[src/rtl/sre_pkg.sv]
// Shared definitions for the signed radix digit emitter.
// Holds the sizing constants, register index codes, status structs and symbol lookup.
// Depends on nothing.
package sre_pkg;

  localparam int MAX_BASE    = 32;
  localparam int NUM_W       = 32;
  localparam int CHAR_W      = 8;
  localparam int DIGIT_W     = $clog2(MAX_BASE);
  localparam int RADIX_W     = 6;
  localparam int MAX_DIGITS  = NUM_W;
  localparam int COUNT_W     = $clog2(MAX_DIGITS + 1);
  localparam int ALPHA_REGS  = 4;
  localparam int ALPHA_REG_W = 64;
  localparam int ALPHA_W     = ALPHA_REGS * ALPHA_REG_W;
  localparam int CFG_INDEX_W = 3;
  localparam int BIT_CNT_W   = $clog2(NUM_W);

  localparam logic [CFG_INDEX_W-1:0] CFG_SYM_COUNT = 3'd0;
  localparam logic [CFG_INDEX_W-1:0] CFG_ALPHA_0   = 3'd1;
  localparam logic [CFG_INDEX_W-1:0] CFG_ALPHA_1   = 3'd2;
  localparam logic [CFG_INDEX_W-1:0] CFG_ALPHA_2   = 3'd3;
  localparam logic [CFG_INDEX_W-1:0] CFG_ALPHA_3   = 3'd4;

  localparam logic [CHAR_W-1:0] CHAR_PLUS  = 8'h2B;
  localparam logic [CHAR_W-1:0] CHAR_MINUS = 8'h2D;
  localparam logic [CHAR_W-1:0] CHAR_SPACE = 8'h20;

  typedef logic [ALPHA_W-1:0] alpha_t;

  typedef struct packed {
    logic done;
    logic ok;
  } chk_status_t;

  typedef struct packed {
    logic               digit_valid;
    logic               finished;
    logic [DIGIT_W-1:0] digit;
  } div_status_t;

  function automatic logic [CHAR_W-1:0] sym_at(input alpha_t alpha,
                                               input logic [DIGIT_W-1:0] idx);
    logic [DIGIT_W+2:0] base;
    base = {idx, 3'b000};
    return alpha[base +: CHAR_W];
  endfunction

endpackage

[src/rtl/sre_alpha_check.sv]
// Serial alphabet checker: one symbol per cycle against the range rules and the earlier symbols.
// Depends on sre_pkg.
module sre_alpha_check (
  input  logic                         clk,
  input  logic                         rst,
  input  logic                         start,
  input  logic [sre_pkg::RADIX_W-1:0]  sym_count,
  input  sre_pkg::alpha_t              alpha,
  output sre_pkg::chk_status_t         status
);

  logic                         running;
  logic                         done;
  logic                         fail;
  logic [sre_pkg::DIGIT_W-1:0]  idx;
  logic [sre_pkg::CHAR_W-1:0]   sym;
  logic                         dup;
  logic                         bad;
  logic                         idx_last;
  logic                         len_bad;

  assign sym      = sre_pkg::sym_at(alpha, idx);
  assign bad      = (sym == sre_pkg::CHAR_PLUS) || (sym == sre_pkg::CHAR_MINUS) ||
                    (sym < sre_pkg::CHAR_SPACE) || sym[7] || dup;
  assign idx_last = ({1'b0, idx} == sym_count - 6'd1);
  assign len_bad  = (sym_count < 6'd2) || (sym_count > 6'(sre_pkg::MAX_BASE));

  always_comb begin
    dup = 1'b0;
    for (int j = 0; j < sre_pkg::MAX_BASE; j++) begin
      if ((j < int'(idx)) && (sre_pkg::sym_at(alpha, j[sre_pkg::DIGIT_W-1:0]) == sym)) begin
        dup = 1'b1;
      end
    end
  end

  always_ff @(posedge clk) begin
    if (rst) begin
      running <= 1'b0;
      done    <= 1'b0;
      fail    <= 1'b0;
      idx     <= '0;
    end else begin
      done <= 1'b0;
      if (start) begin
        running <= 1'b1;
        fail    <= len_bad;
        idx     <= '0;
      end else if (running) begin
        if (fail) begin
          running <= 1'b0;
          done    <= 1'b1;
        end else begin
          fail <= bad;
          idx  <= idx + 1'b1;
          if (idx_last) begin
            running <= 1'b0;
            done    <= 1'b1;
          end
        end
      end
    end
  end

  assign status.done = done;
  assign status.ok   = !fail;

endmodule

[src/rtl/sre_radix_div.sv]
// Bit-serial restoring divider: one quotient bit per cycle, one digit per word pass.
// The quotient replaces the dividend in place until it reaches zero. Depends on sre_pkg.
module sre_radix_div (
  input  logic                         clk,
  input  logic                         rst,
  input  logic                         start,
  input  logic [sre_pkg::NUM_W-1:0]    dividend,
  input  logic [sre_pkg::RADIX_W-1:0]  radix,
  output sre_pkg::div_status_t         status
);

  logic                           busy;
  logic [sre_pkg::NUM_W-1:0]      quo;
  logic [sre_pkg::NUM_W-1:0]      quo_next;
  logic [sre_pkg::DIGIT_W-1:0]    rem;
  logic [sre_pkg::DIGIT_W-1:0]    rem_next;
  logic [sre_pkg::DIGIT_W:0]      trial;
  logic [sre_pkg::DIGIT_W:0]      diff;
  logic                           ge;
  logic [sre_pkg::BIT_CNT_W-1:0]  bit_cnt;
  logic                           pass_end;

  assign trial    = {rem, quo[sre_pkg::NUM_W-1]};
  assign ge       = (trial >= radix);
  assign diff     = trial - radix;
  assign rem_next = ge ? diff[sre_pkg::DIGIT_W-1:0] : trial[sre_pkg::DIGIT_W-1:0];
  assign quo_next = {quo[sre_pkg::NUM_W-2:0], ge};
  assign pass_end = busy && (bit_cnt == '1);

  always_ff @(posedge clk) begin
    if (rst) begin
      busy    <= 1'b0;
      bit_cnt <= '0;
    end else if (start) begin
      busy    <= 1'b1;
      bit_cnt <= '0;
    end else if (busy) begin
      bit_cnt <= bit_cnt + 1'b1;
      if (pass_end && (quo_next == '0)) begin
        busy <= 1'b0;
      end
    end
  end

  always_ff @(posedge clk) begin
    if (start) begin
      quo <= dividend;
      rem <= '0;
    end else if (busy) begin
      quo <= quo_next;
      rem <= pass_end ? '0 : rem_next;
    end
  end

  assign status.digit_valid = pass_end;
  assign status.finished    = pass_end && (quo_next == '0);
  assign status.digit       = rem_next;

endmodule

[src/rtl/sre_digit_stack.sv]
// Last-in first-out shift register holding the digits of one number.
// Digits enter and leave at the low end. Depends on sre_pkg.
module sre_digit_stack (
  input  logic                         clk,
  input  logic                         rst,
  input  logic                         push,
  input  logic                         pop,
  input  logic [sre_pkg::DIGIT_W-1:0]  digit,
  output logic [sre_pkg::DIGIT_W-1:0]  top,
  output logic [sre_pkg::COUNT_W-1:0]  count
);

  logic [sre_pkg::MAX_DIGITS-1:0][sre_pkg::DIGIT_W-1:0] stack;

  always_ff @(posedge clk) begin
    if (rst) begin
      count <= '0;
    end else if (push) begin
      count <= count + 1'b1;
    end else if (pop) begin
      count <= count - 1'b1;
    end
  end

  always_ff @(posedge clk) begin
    if (push) begin
      stack <= {stack[sre_pkg::MAX_DIGITS-2:0], digit};
    end else if (pop) begin
      stack <= {digit, stack[sre_pkg::MAX_DIGITS-1:1]};
    end
  end

  assign top = stack[0];

endmodule

[src/rtl/signed_radix_digit_emitter.sv]
// Top level of the signed radix digit emitter: configuration registers, sequencer and
// output register. Depends on sre_pkg, sre_alpha_check, sre_radix_div and sre_digit_stack.
//
// The configuration channel (cfg_valid, cfg_ready, cfg_index, cfg_data) writes the symbol
// count at index 0 and the four alphabet words at indices 1 to 4; other indices are ignored.
// It is always ready. It must be written only while no number is in progress; the block
// does not enforce this. A request on the number channel is taken only when the previous
// number has been fully converted. The alphabet is checked first at one symbol per cycle.
// An invalid alphabet ends the request with no characters. Digits are produced least
// significant first by a bit-serial divider and are held in a digit stack. A negative
// number loads '-' into the character register as division starts. The digits then leave
// most significant first, one character per cycle while char_ready is high, with last set
// on the final one.
// The character register holds its request while char_ready is low; the sign and the digit
// emission stall until it is taken. Reset clears the configuration registers and drops all
// valid signals.
module signed_radix_digit_emitter (
  input  logic                             clk,
  input  logic                             rst,
  input  logic                             cfg_valid,
  output logic                             cfg_ready,
  input  logic [sre_pkg::CFG_INDEX_W-1:0]  cfg_index,
  input  logic [sre_pkg::ALPHA_REG_W-1:0]  cfg_data,
  input  logic                             number_valid,
  output logic                             number_ready,
  input  logic signed [sre_pkg::NUM_W-1:0] number,
  output logic                             char_valid,
  input  logic                             char_ready,
  output logic [sre_pkg::CHAR_W-1:0]       character,
  output logic                             last
);

  typedef enum logic [4:0] {
    ST_IDLE   = 5'b00001,
    ST_CHECK  = 5'b00010,
    ST_SIGN   = 5'b00100,
    ST_DIVIDE = 5'b01000,
    ST_EMIT   = 5'b10000
  } state_t;

  state_t                             state;
  state_t                             state_next;
  logic [sre_pkg::RADIX_W-1:0]        sym_count;
  sre_pkg::alpha_t                    alpha;
  logic [sre_pkg::NUM_W-1:0]          raw;
  logic [sre_pkg::NUM_W-1:0]          magnitude;
  logic                               accept;
  logic                               chk_start;
  logic                               div_start;
  logic                               out_free;
  logic                               load;
  logic [sre_pkg::CHAR_W-1:0]         load_char;
  logic                               load_last;
  logic                               pop;
  logic [sre_pkg::DIGIT_W-1:0]        stk_top;
  logic [sre_pkg::COUNT_W-1:0]        stk_count;
  sre_pkg::chk_status_t               chk;
  sre_pkg::div_status_t               div;

  assign cfg_ready    = 1'b1;
  assign number_ready = (state == ST_IDLE);
  assign accept       = number_valid && number_ready;
  assign out_free     = !char_valid || char_ready;
  assign magnitude    = raw[sre_pkg::NUM_W-1] ? (~raw + 1'b1) : raw;

  always_ff @(posedge clk) begin
    if (rst) begin
      sym_count <= '0;
      alpha     <= '0;
    end else if (cfg_valid && cfg_ready) begin
      case (cfg_index)
        sre_pkg::CFG_SYM_COUNT: sym_count <= cfg_data[sre_pkg::RADIX_W-1:0];
        sre_pkg::CFG_ALPHA_0:  alpha[0*sre_pkg::ALPHA_REG_W +: sre_pkg::ALPHA_REG_W] <= cfg_data;
        sre_pkg::CFG_ALPHA_1:  alpha[1*sre_pkg::ALPHA_REG_W +: sre_pkg::ALPHA_REG_W] <= cfg_data;
        sre_pkg::CFG_ALPHA_2:  alpha[2*sre_pkg::ALPHA_REG_W +: sre_pkg::ALPHA_REG_W] <= cfg_data;
        sre_pkg::CFG_ALPHA_3:  alpha[3*sre_pkg::ALPHA_REG_W +: sre_pkg::ALPHA_REG_W] <= cfg_data;
        default: ;
      endcase
    end
  end

  always_comb begin
    state_next = state;
    chk_start  = 1'b0;
    div_start  = 1'b0;
    load       = 1'b0;
    load_char  = sre_pkg::sym_at(alpha, stk_top);
    load_last  = (stk_count == sre_pkg::COUNT_W'(1));
    pop        = 1'b0;
    case (state)
      ST_IDLE: begin
        if (accept) begin
          chk_start  = 1'b1;
          state_next = ST_CHECK;
        end
      end
      ST_CHECK: begin
        if (chk.done) begin
          if (!chk.ok) begin
            state_next = ST_IDLE;
          end else if (raw[sre_pkg::NUM_W-1]) begin
            state_next = ST_SIGN;
          end else begin
            div_start  = 1'b1;
            state_next = ST_DIVIDE;
          end
        end
      end
      ST_SIGN: begin
        load_char = sre_pkg::CHAR_MINUS;
        load_last = 1'b0;
        if (out_free) begin
          load       = 1'b1;
          div_start  = 1'b1;
          state_next = ST_DIVIDE;
        end
      end
      ST_DIVIDE: begin
        if (div.finished) begin
          state_next = ST_EMIT;
        end
      end
      ST_EMIT: begin
        if (out_free) begin
          load = 1'b1;
          pop  = 1'b1;
          if (load_last) begin
            state_next = ST_IDLE;
          end
        end
      end
      default: state_next = ST_IDLE;
    endcase
  end

  always_ff @(posedge clk) begin
    if (rst) begin
      state      <= ST_IDLE;
      char_valid <= 1'b0;
    end else begin
      state <= state_next;
      if (load) begin
        char_valid <= 1'b1;
      end else if (char_ready) begin
        char_valid <= 1'b0;
      end
    end
  end

  always_ff @(posedge clk) begin
    if (accept) begin
      raw <= number;
    end
    if (load) begin
      character <= load_char;
      last      <= load_last;
    end
  end

  sre_alpha_check u_check (
    .clk       (clk),
    .rst       (rst),
    .start     (chk_start),
    .sym_count (sym_count),
    .alpha     (alpha),
    .status    (chk)
  );

  sre_radix_div u_div (
    .clk      (clk),
    .rst      (rst),
    .start    (div_start),
    .dividend (magnitude),
    .radix    (sym_count),
    .status   (div)
  );

  sre_digit_stack u_stack (
    .clk   (clk),
    .rst   (rst),
    .push  (div.digit_valid),
    .pop   (pop),
    .digit (div.digit),
    .top   (stk_top),
    .count (stk_count)
  );

  // The stack never holds more digits than a 32-bit magnitude can have.
  a_stack_bound: assert property (@(posedge clk) disable iff (rst)
    stk_count <= sre_pkg::COUNT_W'(sre_pkg::MAX_DIGITS))
    else $error("digit stack overflow");

  // Digits are only produced while the sequencer waits for division.
  a_push_in_divide: assert property (@(posedge clk) disable iff (rst)
    div.digit_valid |-> (state == ST_DIVIDE))
    else $error("digit produced outside division");

  // Emission never starts on an empty stack.
  a_emit_nonempty: assert property (@(posedge clk) disable iff (rst)
    (state == ST_EMIT) |-> (stk_count != '0))
    else $error("emission with empty digit stack");

  // The final digit of a number is presented with last set.
  a_last_flag: assert property (@(posedge clk) disable iff (rst)
    (state == ST_EMIT && load && stk_count == sre_pkg::COUNT_W'(1)) |=> (char_valid && last))
    else $error("final character without last");

endmodule

[config.mk]
export PLATFORM = sky130hd
export DESIGN_NAME = signed_radix_digit_emitter
export DESIGN_NICKNAME = d
export VERILOG_FILES = /design/src/rtl/sre_pkg.sv /design/src/rtl/sre_alpha_check.sv /design/src/rtl/sre_radix_div.sv /design/src/rtl/sre_digit_stack.sv /design/src/rtl/signed_radix_digit_emitter.sv
export SDC_FILE = /design/constraint.sdc
export NUM_CORES = 1
export LEC_CHECK = 0
export BUFFER_PORTS_ARGS = -buffer_cell sky130_fd_sc_hd__buf_4
export CAP_MARGIN = 0
export CORE_ASPECT_RATIO = 0.6
export CORE_UTILIZATION = 40
export DETAILED_ROUTE_END_ITERATION = 6
export SLEW_MARGIN = 30
export SYNTH_ARGS = -nofsm -noshare
export SYNTH_HDL_FRONTEND = slang
export SYNTH_HIERARCHICAL = 1
export SYNTH_SLANG_ARGS = --single-unit
[constraint.sdc]
create_clock -name clk -period 7 [get_ports clk]
set_clock_uncertainty 0.05 [all_clocks]
set_input_delay 1.4 -clock clk [delete_from_list [all_inputs] [get_ports clk]]
set_output_delay 1.4 -clock clk [all_outputs]
set_load 0.01 [all_outputs]
==> run_results.csv, run 1 <==
group,metric,value,unit
finish,drive_above_1_share,14.2,%
yosys,synth_cell_types,85,
yosys,synth_seq_cells,526,
global_routing,grt_max_degree,161,
yosys,synthCells,2882,
die,initial_core_util,40.9,%
yosys,synth_fp_nets,3003,
worst_setup_path,slowest_delay,880,ps
pwr,power_leakage,10.7,nW
clocking,cts_root_buf,"clkbuf_16",
yosys,syn_area_per_cell,10.0,um^2
route,detail_route.wl_per_cell,31.3,um
clocking,post_cts_resize_count,0,
finish,area_growth,11.3,%
clocking,clk_path_buf_depth,3,
global_routing,antenna_found_initial,8,
finish,fin_nets,3006,
flow_run,cap_viol_max_count,0,
global_routing,first_global_vias,21600,
yosys,yosysTopAreaCell,"edfxtp_1",
pwr,total_power,7.31,mW
yosys,yosysTopAreaCellShare,24.2,%
timing,timing.final.crit_share,77.3,%
worst_setup_path,crit_slowest_cell,"dfxtp_4",
worst_setup_path,cp_cell_sequence,"buf_4 > buf_4 > mux2i_1 > a22oi_1 > nand3_1 > nand4_2 > buf_4 > xor2_1 > nor4_1 > a31oi_1 > o211ai_1 > nor3_1 > nand4_1 > o21a_1",
yosys,yosys.area_share.adder,0.789,%
worst_setup_path,crit_arrival,5900,ps
timing,grt_setup_unrepaired,"no",
clocking,cts.sinks,526,
yosys,synth_top_family_by_area,"multiplexers",
placement,hpwl,91400,um
worst_setup_path,cp_common_cell,"buf_4",
yosys,ys_async_sr_fraction,0,%
worst_hold_path,hold_path.class,"flip-flop to flip-flop",
route,vias_per_cell,5.97,
route,drt_iter0_drc,2684,
clocking,htreeDepth,2,
timing,tightest_slew,1020,ps
timing,hold_ws,450,ps
timing,drv_slew,0,
route,num_vias,23200,
pwr,netSwitchingPower,2.02,mW
pwr,clockPowerShare,39.3,%
yosys,yosys-top-cells-area,"edfxtp_1 (24%), dfxtp_1 (20%), mux2i_1 (7.6%)",
clocking,post-cts-setup-buffers,0,
global_routing,grt_pass1_wl,170000,um
clocking,insertion_delay,640,ps
route,route.antenna.remaining_nets,0,
timing,finalCriticalPeriod,5410,ps
worst_setup_path,required,7490,ps
die,core_region_area,0.0706,mm^2
route,remaining_drc_errors,0,
die,die_area,0.0732,mm^2
pwr,p_int,5.29,mW
yosys,synth_warnings,6,
timing,setup_viol,0,
worst_setup_path,start_kind,"flip-flop",
worst_setup_path,worst-path-buf-inv,3,
placement,gp_routability_congestion,1.03,
clocking,cts.reportedPaths.clkPinSlew,80,ps
worst_setup_path,cp_top_family,"simple AND/OR/NAND/NOR gates",
die,io_pins,116,
pwr,cellPowerDensity,227,mW/mm^2
yosys,ys_seq_area_share,44.6,%
yosys,synth_compound_area_share,10.4,%
timing,relSlewSlack,30.1,%
yosys,ys.flop_type,"dfxtp_1",
pwr,seqPwrFrac,47.1,%
yosys,synthMuxAreaShare,17.2,%
yosys,synthXorXnorAreaFrac,8.92,%
die,rows,75,
placement,io_buffers,114,
finish,multiInputGateArea,0.0149,mm^2
finish,register_area,0.0129,mm^2
yosys,synth-simple-area-share,14.0,%
global_routing,gr-total-overflow,0,
yosys,yosys.cell_count.top_type,"nand2_1",
pwr,p_comb_share,13.5,%
pwr,peakVddDrop,202,uV
yosys,syn_area,0.0289,mm^2
clocking,cts_made_buffers,51,
route,routed_wl,122000,um
worst_setup_path,worstPathMaxFanout,44,
finish,nFillCells,6683,
clocking,postCtsHoldBufs,0,
worst_setup_path,crit_type,"flip-flop to flip-flop",
worst_setup_path,end_kind,"flip-flop",
die,dieWidth,349,um
yosys,synth.cells.most_frequent,"nand2_1 (557), dfxtp_1 (293), a21oi_1 (277), edfxtp_1 (233), mux2i_1 (220)",
global_routing,track_usage,32.8,%
die,die_height,210,um
pwr,swShare,27.6,%
timing,fmax,185,MHz
route,drtPass1Iterations,6,
yosys,synth_edf_count,233,
timing,fin_tns_setup,0,ps
status,status,"finished, final reports clean",
clocking,cts_tree,"built",
timing,final-hold-violation-count,0,
worst paths after layout:
kind,end,startpoint,cells after the start,slack (ps)
setup reg to reg,u_check/fail$_SDFFE_PP0P_,u_check/idx[0]$_SDFFE_PP0P_,14,1590
setup / recovery,u_check/fail$_SDFFE_PP0P_,u_check/idx[0]$_SDFFE_PP0P_,14,1590
hold reg to reg,u_check/done$_SDFF_PP0_,u_check/running$_SDFF_PP0_,2,450
hold / removal,u_check/done$_SDFF_PP0_,u_check/running$_SDFF_PP0_,2,450
metrics by stage:
stage	std cells	setup slack, ps	utilization [%]	cell area (um^2)
floorplan	2882	2580	-	28900
global placement	3790	1870	42.9	30300
detailed placement	3792	1830	43.0	30400
CTS	3887	1820	45.5	32100
global route	3889	1510	45.5	32100
finish	3890	1590	45.5	32100
flip-flops by register name (all words and copies together) (netlist names), 6 cells and up:
register,cells
alpha,256
character,8
raw,32
sym_count,6
u_div/quo,32
u_stack/count,6
u_stack/stack,155
layout by cell type (no fill, tap or decap), types with 9 or more instances in the layout:
cell       netlist  routed
buf_4           39     156
nor4_1          39      39
clkbuf_16        0      53
o21ai_0         27      27
nor3_1          29      28
ha_1            15      15
o22ai_1         15      15
clkbuf_1       107      15
a22o_1          16      16
mux2i_1        220     220
nor2b_1         19      17
nand4_1         43      43
dfxtp_1        293     290
o31ai_1          9       9
mux2_1         102     102
xnor2_1        178     178
a221oi_1        16      16
nand3_1         60      58
or3_1            9       9
mux2_2          95      95
nor2_1          43      41
and2_1          13      11
inv_1           19      18
a22oi_1         56      56
a211oi_1        13      13
edfxtp_1       233     233
nand2_1        557     557
a21oi_1        277     277
xor2_1         116     116
mux4_2          24      24
nand2b_1        11      11
final cells by class:
cell class | count | area share (%)
multi-input cells | 2120 | 46.4
flip-flops and latches | 526 | 40.1
well taps | 962 | 3.75
diodes | 1 | 0.00779
repair buffers | 166 | 4.24
inverters | 20 | 0.249
clock buffers | 71 | 4.43
clock inverters | 24 | 0.896
tightest hold or removal path: cells and delay by family (launching register included):
family	cells	cell delay (ps)
flip-flops	1	310
buffers and inverters	1	70
AO/OA/AOI/OAI	1	60
per-layer routing:
layer | GRT usage, % | wire, um
met2 | 40.2 | 43400
met3 | 10.6 | 14100
met4 | 4.72 | 1570
met1 | 54.3 | 62500
met5 | 0 | 13
cells by family (layout without fill, tap and decap cells):
family	count (synthesis)	count (layout)
AO/OA/AOI/OAI	488	488
XOR/XNOR	294	294
adder cells (fa/ha/maj)	17	17
buffers and inverters	236	281
flip-flops	526	526
multiplexers	441	441
other	1	2
AND/OR/NAND/NOR	879	879
power groups by stage:
stage | Sequential, mW | Clock, mW | Combinational [mW]
2_1_floorplan | 3.42 | 0 | 0.668
3_3_place_gp | 3.50 | 0 | 0.946
3_5_place_dp | 3.51 | 0 | 0.957
4_1_cts | 3.44 | 2.94 | 0.962
5_1_grt | 3.45 | 3.06 | 1.05
6_report | 3.44 | 2.87 | 0.987
No activity file was read; power rests on OpenSTA's default activity.
==> inputs of run 2 (changes only) <==
--- a/config.mk
+++ b/config.mk
@@ -5,6 +5,7 @@
 export SDC_FILE = /design/constraint.sdc
 export NUM_CORES = 1
 export LEC_CHECK = 0
+export ABC_AREA = 1
 export BUFFER_PORTS_ARGS = -buffer_cell sky130_fd_sc_hd__buf_4
 export CAP_MARGIN = 0
 export CORE_ASPECT_RATIO = 0.6
==> constraint.sdc (replaced) <==
create_clock -name clk -period 5.37 [get_ports clk]
set_clock_uncertainty 0.05 [all_clocks]
set_input_delay 1.074 -clock clk [delete_from_list [all_inputs] [get_ports clk]]
set_output_delay 1.074 -clock clk [all_outputs]
set_load 0.01 [all_outputs]
==> run 2 against run 1 <==
Core utilization fell by 0.47 points. Combinational power grew to 4.8 times the previous value. Critical path depth is 6 higher. Wire length grew 7.9%. Sequential power rose by 41%. Count of clock-buffer cells in the layout decreased by 5. Highest routed layer is now met4.
==> run_results.csv, run 2 <==
group,metric,value,unit
status,status,"finished, final reports clean",
placement,place_ws,1200,ps
timing,fin_ws,844,ps
clocking,post-cts-setup-buffers,0,
yosys,ys_async_sr_fraction,0,%
timing,grt_setup_unrepaired,"no",
pwr,peakVddDrop,295,uV
yosys,ys.flop_type,"dfxtp_1",
worst_setup_path,worstPathMaxFanout,25,
clocking,clk_path_buf_depth,3,
flow_run,cap_viol_max_count,0,
finish,final_cell_mix,"nand2_1 (1,337), inv_1 (601), nor2_1 (538)",
clocking,post_cts_resize_count,0,
pwr,cellPowerDensity,395,mW/mm^2
yosys,synth_fp_nets,4846,
global_routing,antenna_found_initial,3,
die,io_pins,116,
clocking,cts_root_buf,"clkbuf_16",
finish,drive_above_1_share,7.34,%
die,die_area,0.0803,mm^2
die,die_height,220,um
global_routing,grt_pass1_wl,189000,um
route,num_vias,31600,
worst_setup_path,slowest_delay,640,ps
route,top_layer,"met4",
worst_setup_path,crit_slowest_cell,"dfxtp_1",
die,dieWidth,365,um
pwr,clockPowerShare,30.9,%
yosys,synthCells,4725,
timing,final-hold-violation-count,0,
die,core_region_area,0.0779,mm^2
clocking,cts_tree,"built",
pwr,power_leakage,14.9,nW
worst_setup_path,crit_arrival,5010,ps
global_routing,first_global_vias,27400,
finish,nFillCells,8316,
worst_setup_path,start_kind,"flip-flop",
route,drt_iter0_drc,4815,
route,vias_per_cell,5.44,
route,routed_wl,131000,um
clocking,cts.sinks,526,
placement,hpwl,98300,um
placement,gp_routability_congestion,1.08,
yosys,yosysTopAreaCellShare,22.1,%
global_routing,track_usage,32.2,%
pwr,p_int,8.46,mW
yosys,synth_seq_cells,526,
timing,drv_slew,0,
clocking,cts.reportedPaths.clkPinSlew,80,ps
finish,multiInputGateArea,0.0150,mm^2
finish,register_area,0.0129,mm^2
yosys,yosys-top-cells-area,"edfxtp_1 (22%), dfxtp_1 (19%), nand2_1 (16%)",
timing,setup_viol,0,
route,drtPass1Iterations,6,
timing,hold_ws,420,ps
route,met1_length,63700,um
worst_setup_path,cp_cell_sequence,"inv_2 > nor2_4 > buf_4 > nand3_1 > nand2_1 > nor2_1 > nor2_1 > nor2_4 > nand2_2 > inv_1 > o22ai_1 > nor2_1 > nand3_1 > nand2_1 > nor2_1 > nand2_1 > nor2_1 > nand3_1 > nand2_1 > a21oi_1",
yosys,syn_area,0.0316,mm^2
yosys,synth.cells.most_frequent,"nand2_1 (1,338), inv_1 (604), nor2_1 (541), o21ai_0 (463), nand3_1 (457)",
timing,timing.final.crit_share,84.3,%
route,remaining_drc_errors,0,
global_routing,grt_max_degree,135,
pwr,swShare,39.1,%
worst_setup_path,required,5860,ps
worst_setup_path,crit_type,"flip-flop to flip-flop",
route,met3_length,19000,um
die,rows,79,
finish,area_growth,10.9,%
yosys,synth_edf_count,233,
finish,top_register,"alpha",
finish,fin_nets,4818,
worst_setup_path,end_kind,"flip-flop",
clocking,cts_made_buffers,52,
placement,io_buffers,114,
yosys,syn_area_per_cell,6.70,um^2
yosys,yosysTopAreaCell,"edfxtp_1",
timing,relSlewSlack,31.3,%
finish,reg.largest.list,"alpha (256), u_stack/stack (155)",
pwr,p_comb_share,34.2,%
timing,fmax,221,MHz
yosys,synth_cell_types,48,
finish,largest_reg_flops,256,
worst_hold_path,hold_path.class,"flip-flop to flip-flop",
yosys,ys_seq_area_share,40.7,%
yosys,yosys.cell_count.top_type,"nand2_1",
route,detail_route.wl_per_cell,22.6,um
clocking,postCtsHoldBufs,0,
pwr,total_power,13.9,mW
die,initial_core_util,40.6,%
clocking,htreeDepth,2,
route,wl_met2,46300,um
timing,fin_tns_setup,0,ps
route,route.antenna.remaining_nets,0,
pwr,netSwitchingPower,5.42,mW
yosys,synth_warnings,6,
finish,layout_commonest_cell,"nand2_1",
timing,finalCriticalPeriod,4530,ps
global_routing,gr-total-overflow,0,
worst_setup_path,cp_common_cell,"nor2_1",
pwr,seqPwrFrac,34.9,%
timing,tightest_slew,1030,ps
clocking,insertion_delay,650,ps
## run 2: layer usage
metal  track usage (%)  vias up
li1                  -    14900
met1              52.1    14600
met2              38.8     1796
met3              11.9      167
met4              5.40        0
met5                 0        -
## run 2: cell families (layout without fill, tap and decap cells)
| group | Yosys count | after routing | share of synthesized area, % |
|---|---|---|---|
| flip-flops | 526 | 526 | 40.7 |
| AND/OR/NAND/NOR | 2438 | 2438 | 31.8 |
| adder cells (fa/ha/maj) | 17 | 17 | 0.720 |
| AO/OA/AOI/OAI | 753 | 753 | 12.2 |
| other | 1 | 3 | 0.0119 |
| XOR/XNOR | 94 | 94 | 2.60 |
| buffers and inverters | 896 | 912 | 12.0 |
## run 2: path summary, 6_finish.rpt
| check | startpoint | to | slack, ps | depth (start not counted) |
|---|---|---|---|---|
| min | alpha[159]$_SDFFE_PP0P_ | alpha[159]$_SDFFE_PP0P_ | 420 | 2 |
| max reg2reg | u_check/idx[1]$_SDFFE_PP0P_ | u_check/fail$_SDFFE_PP0P_ | 840 | 20 |
| max | u_check/idx[1]$_SDFFE_PP0P_ | u_check/fail$_SDFFE_PP0P_ | 840 | 20 |
| min reg2reg | alpha[159]$_SDFFE_PP0P_ | alpha[159]$_SDFFE_PP0P_ | 420 | 2 |
## run 2: cell type report
type / instances / area share [%]
antenna: 2 / 0.0143
timing repair buffer: 192 / 4.44
tap: 1053 / 3.75
clock inverter: 32 / 1.52
clock buffer: 66 / 4.09
multi-input combinational: 3303 / 42.8
sequential: 526 / 36.7
inverter: 622 / 6.71
## run 2: critical path, delay by kind of cell (launching register included)
family / cells / cell delay (ps)
AND/OR/NAND/NOR: 15 / 2710
buffers and inverters: 3 / 650
flip-flops: 1 / 640
AO/OA/AOI/OAI: 2 / 320
## run 2: per-stage QoR
step                instance area [um^2]  utilization, %  std cells
CTS                                35100            45.0       5794
global route                       35100            45.1       5794
global placement                   33100            42.5       5696
floorplan                          31600               -       4725
finish                             35100            45.1       5796
detailed placement                 33100            42.5       5696
## run 2: power by group through the flow
| stage | Combinational [mW] | Clock, mW | Sequential (mW) |
|---|---|---|---|
| after floorplan | 2.96 | 0 | 4.81 |
| after global placement | 4.55 | 0 | 4.91 |
| after detailed placement | 4.51 | 0 | 4.92 |
| after CTS | 4.53 | 4.35 | 4.83 |
| after global routing | 5.09 | 4.51 | 4.87 |
| final | 4.74 | 4.29 | 4.84 |
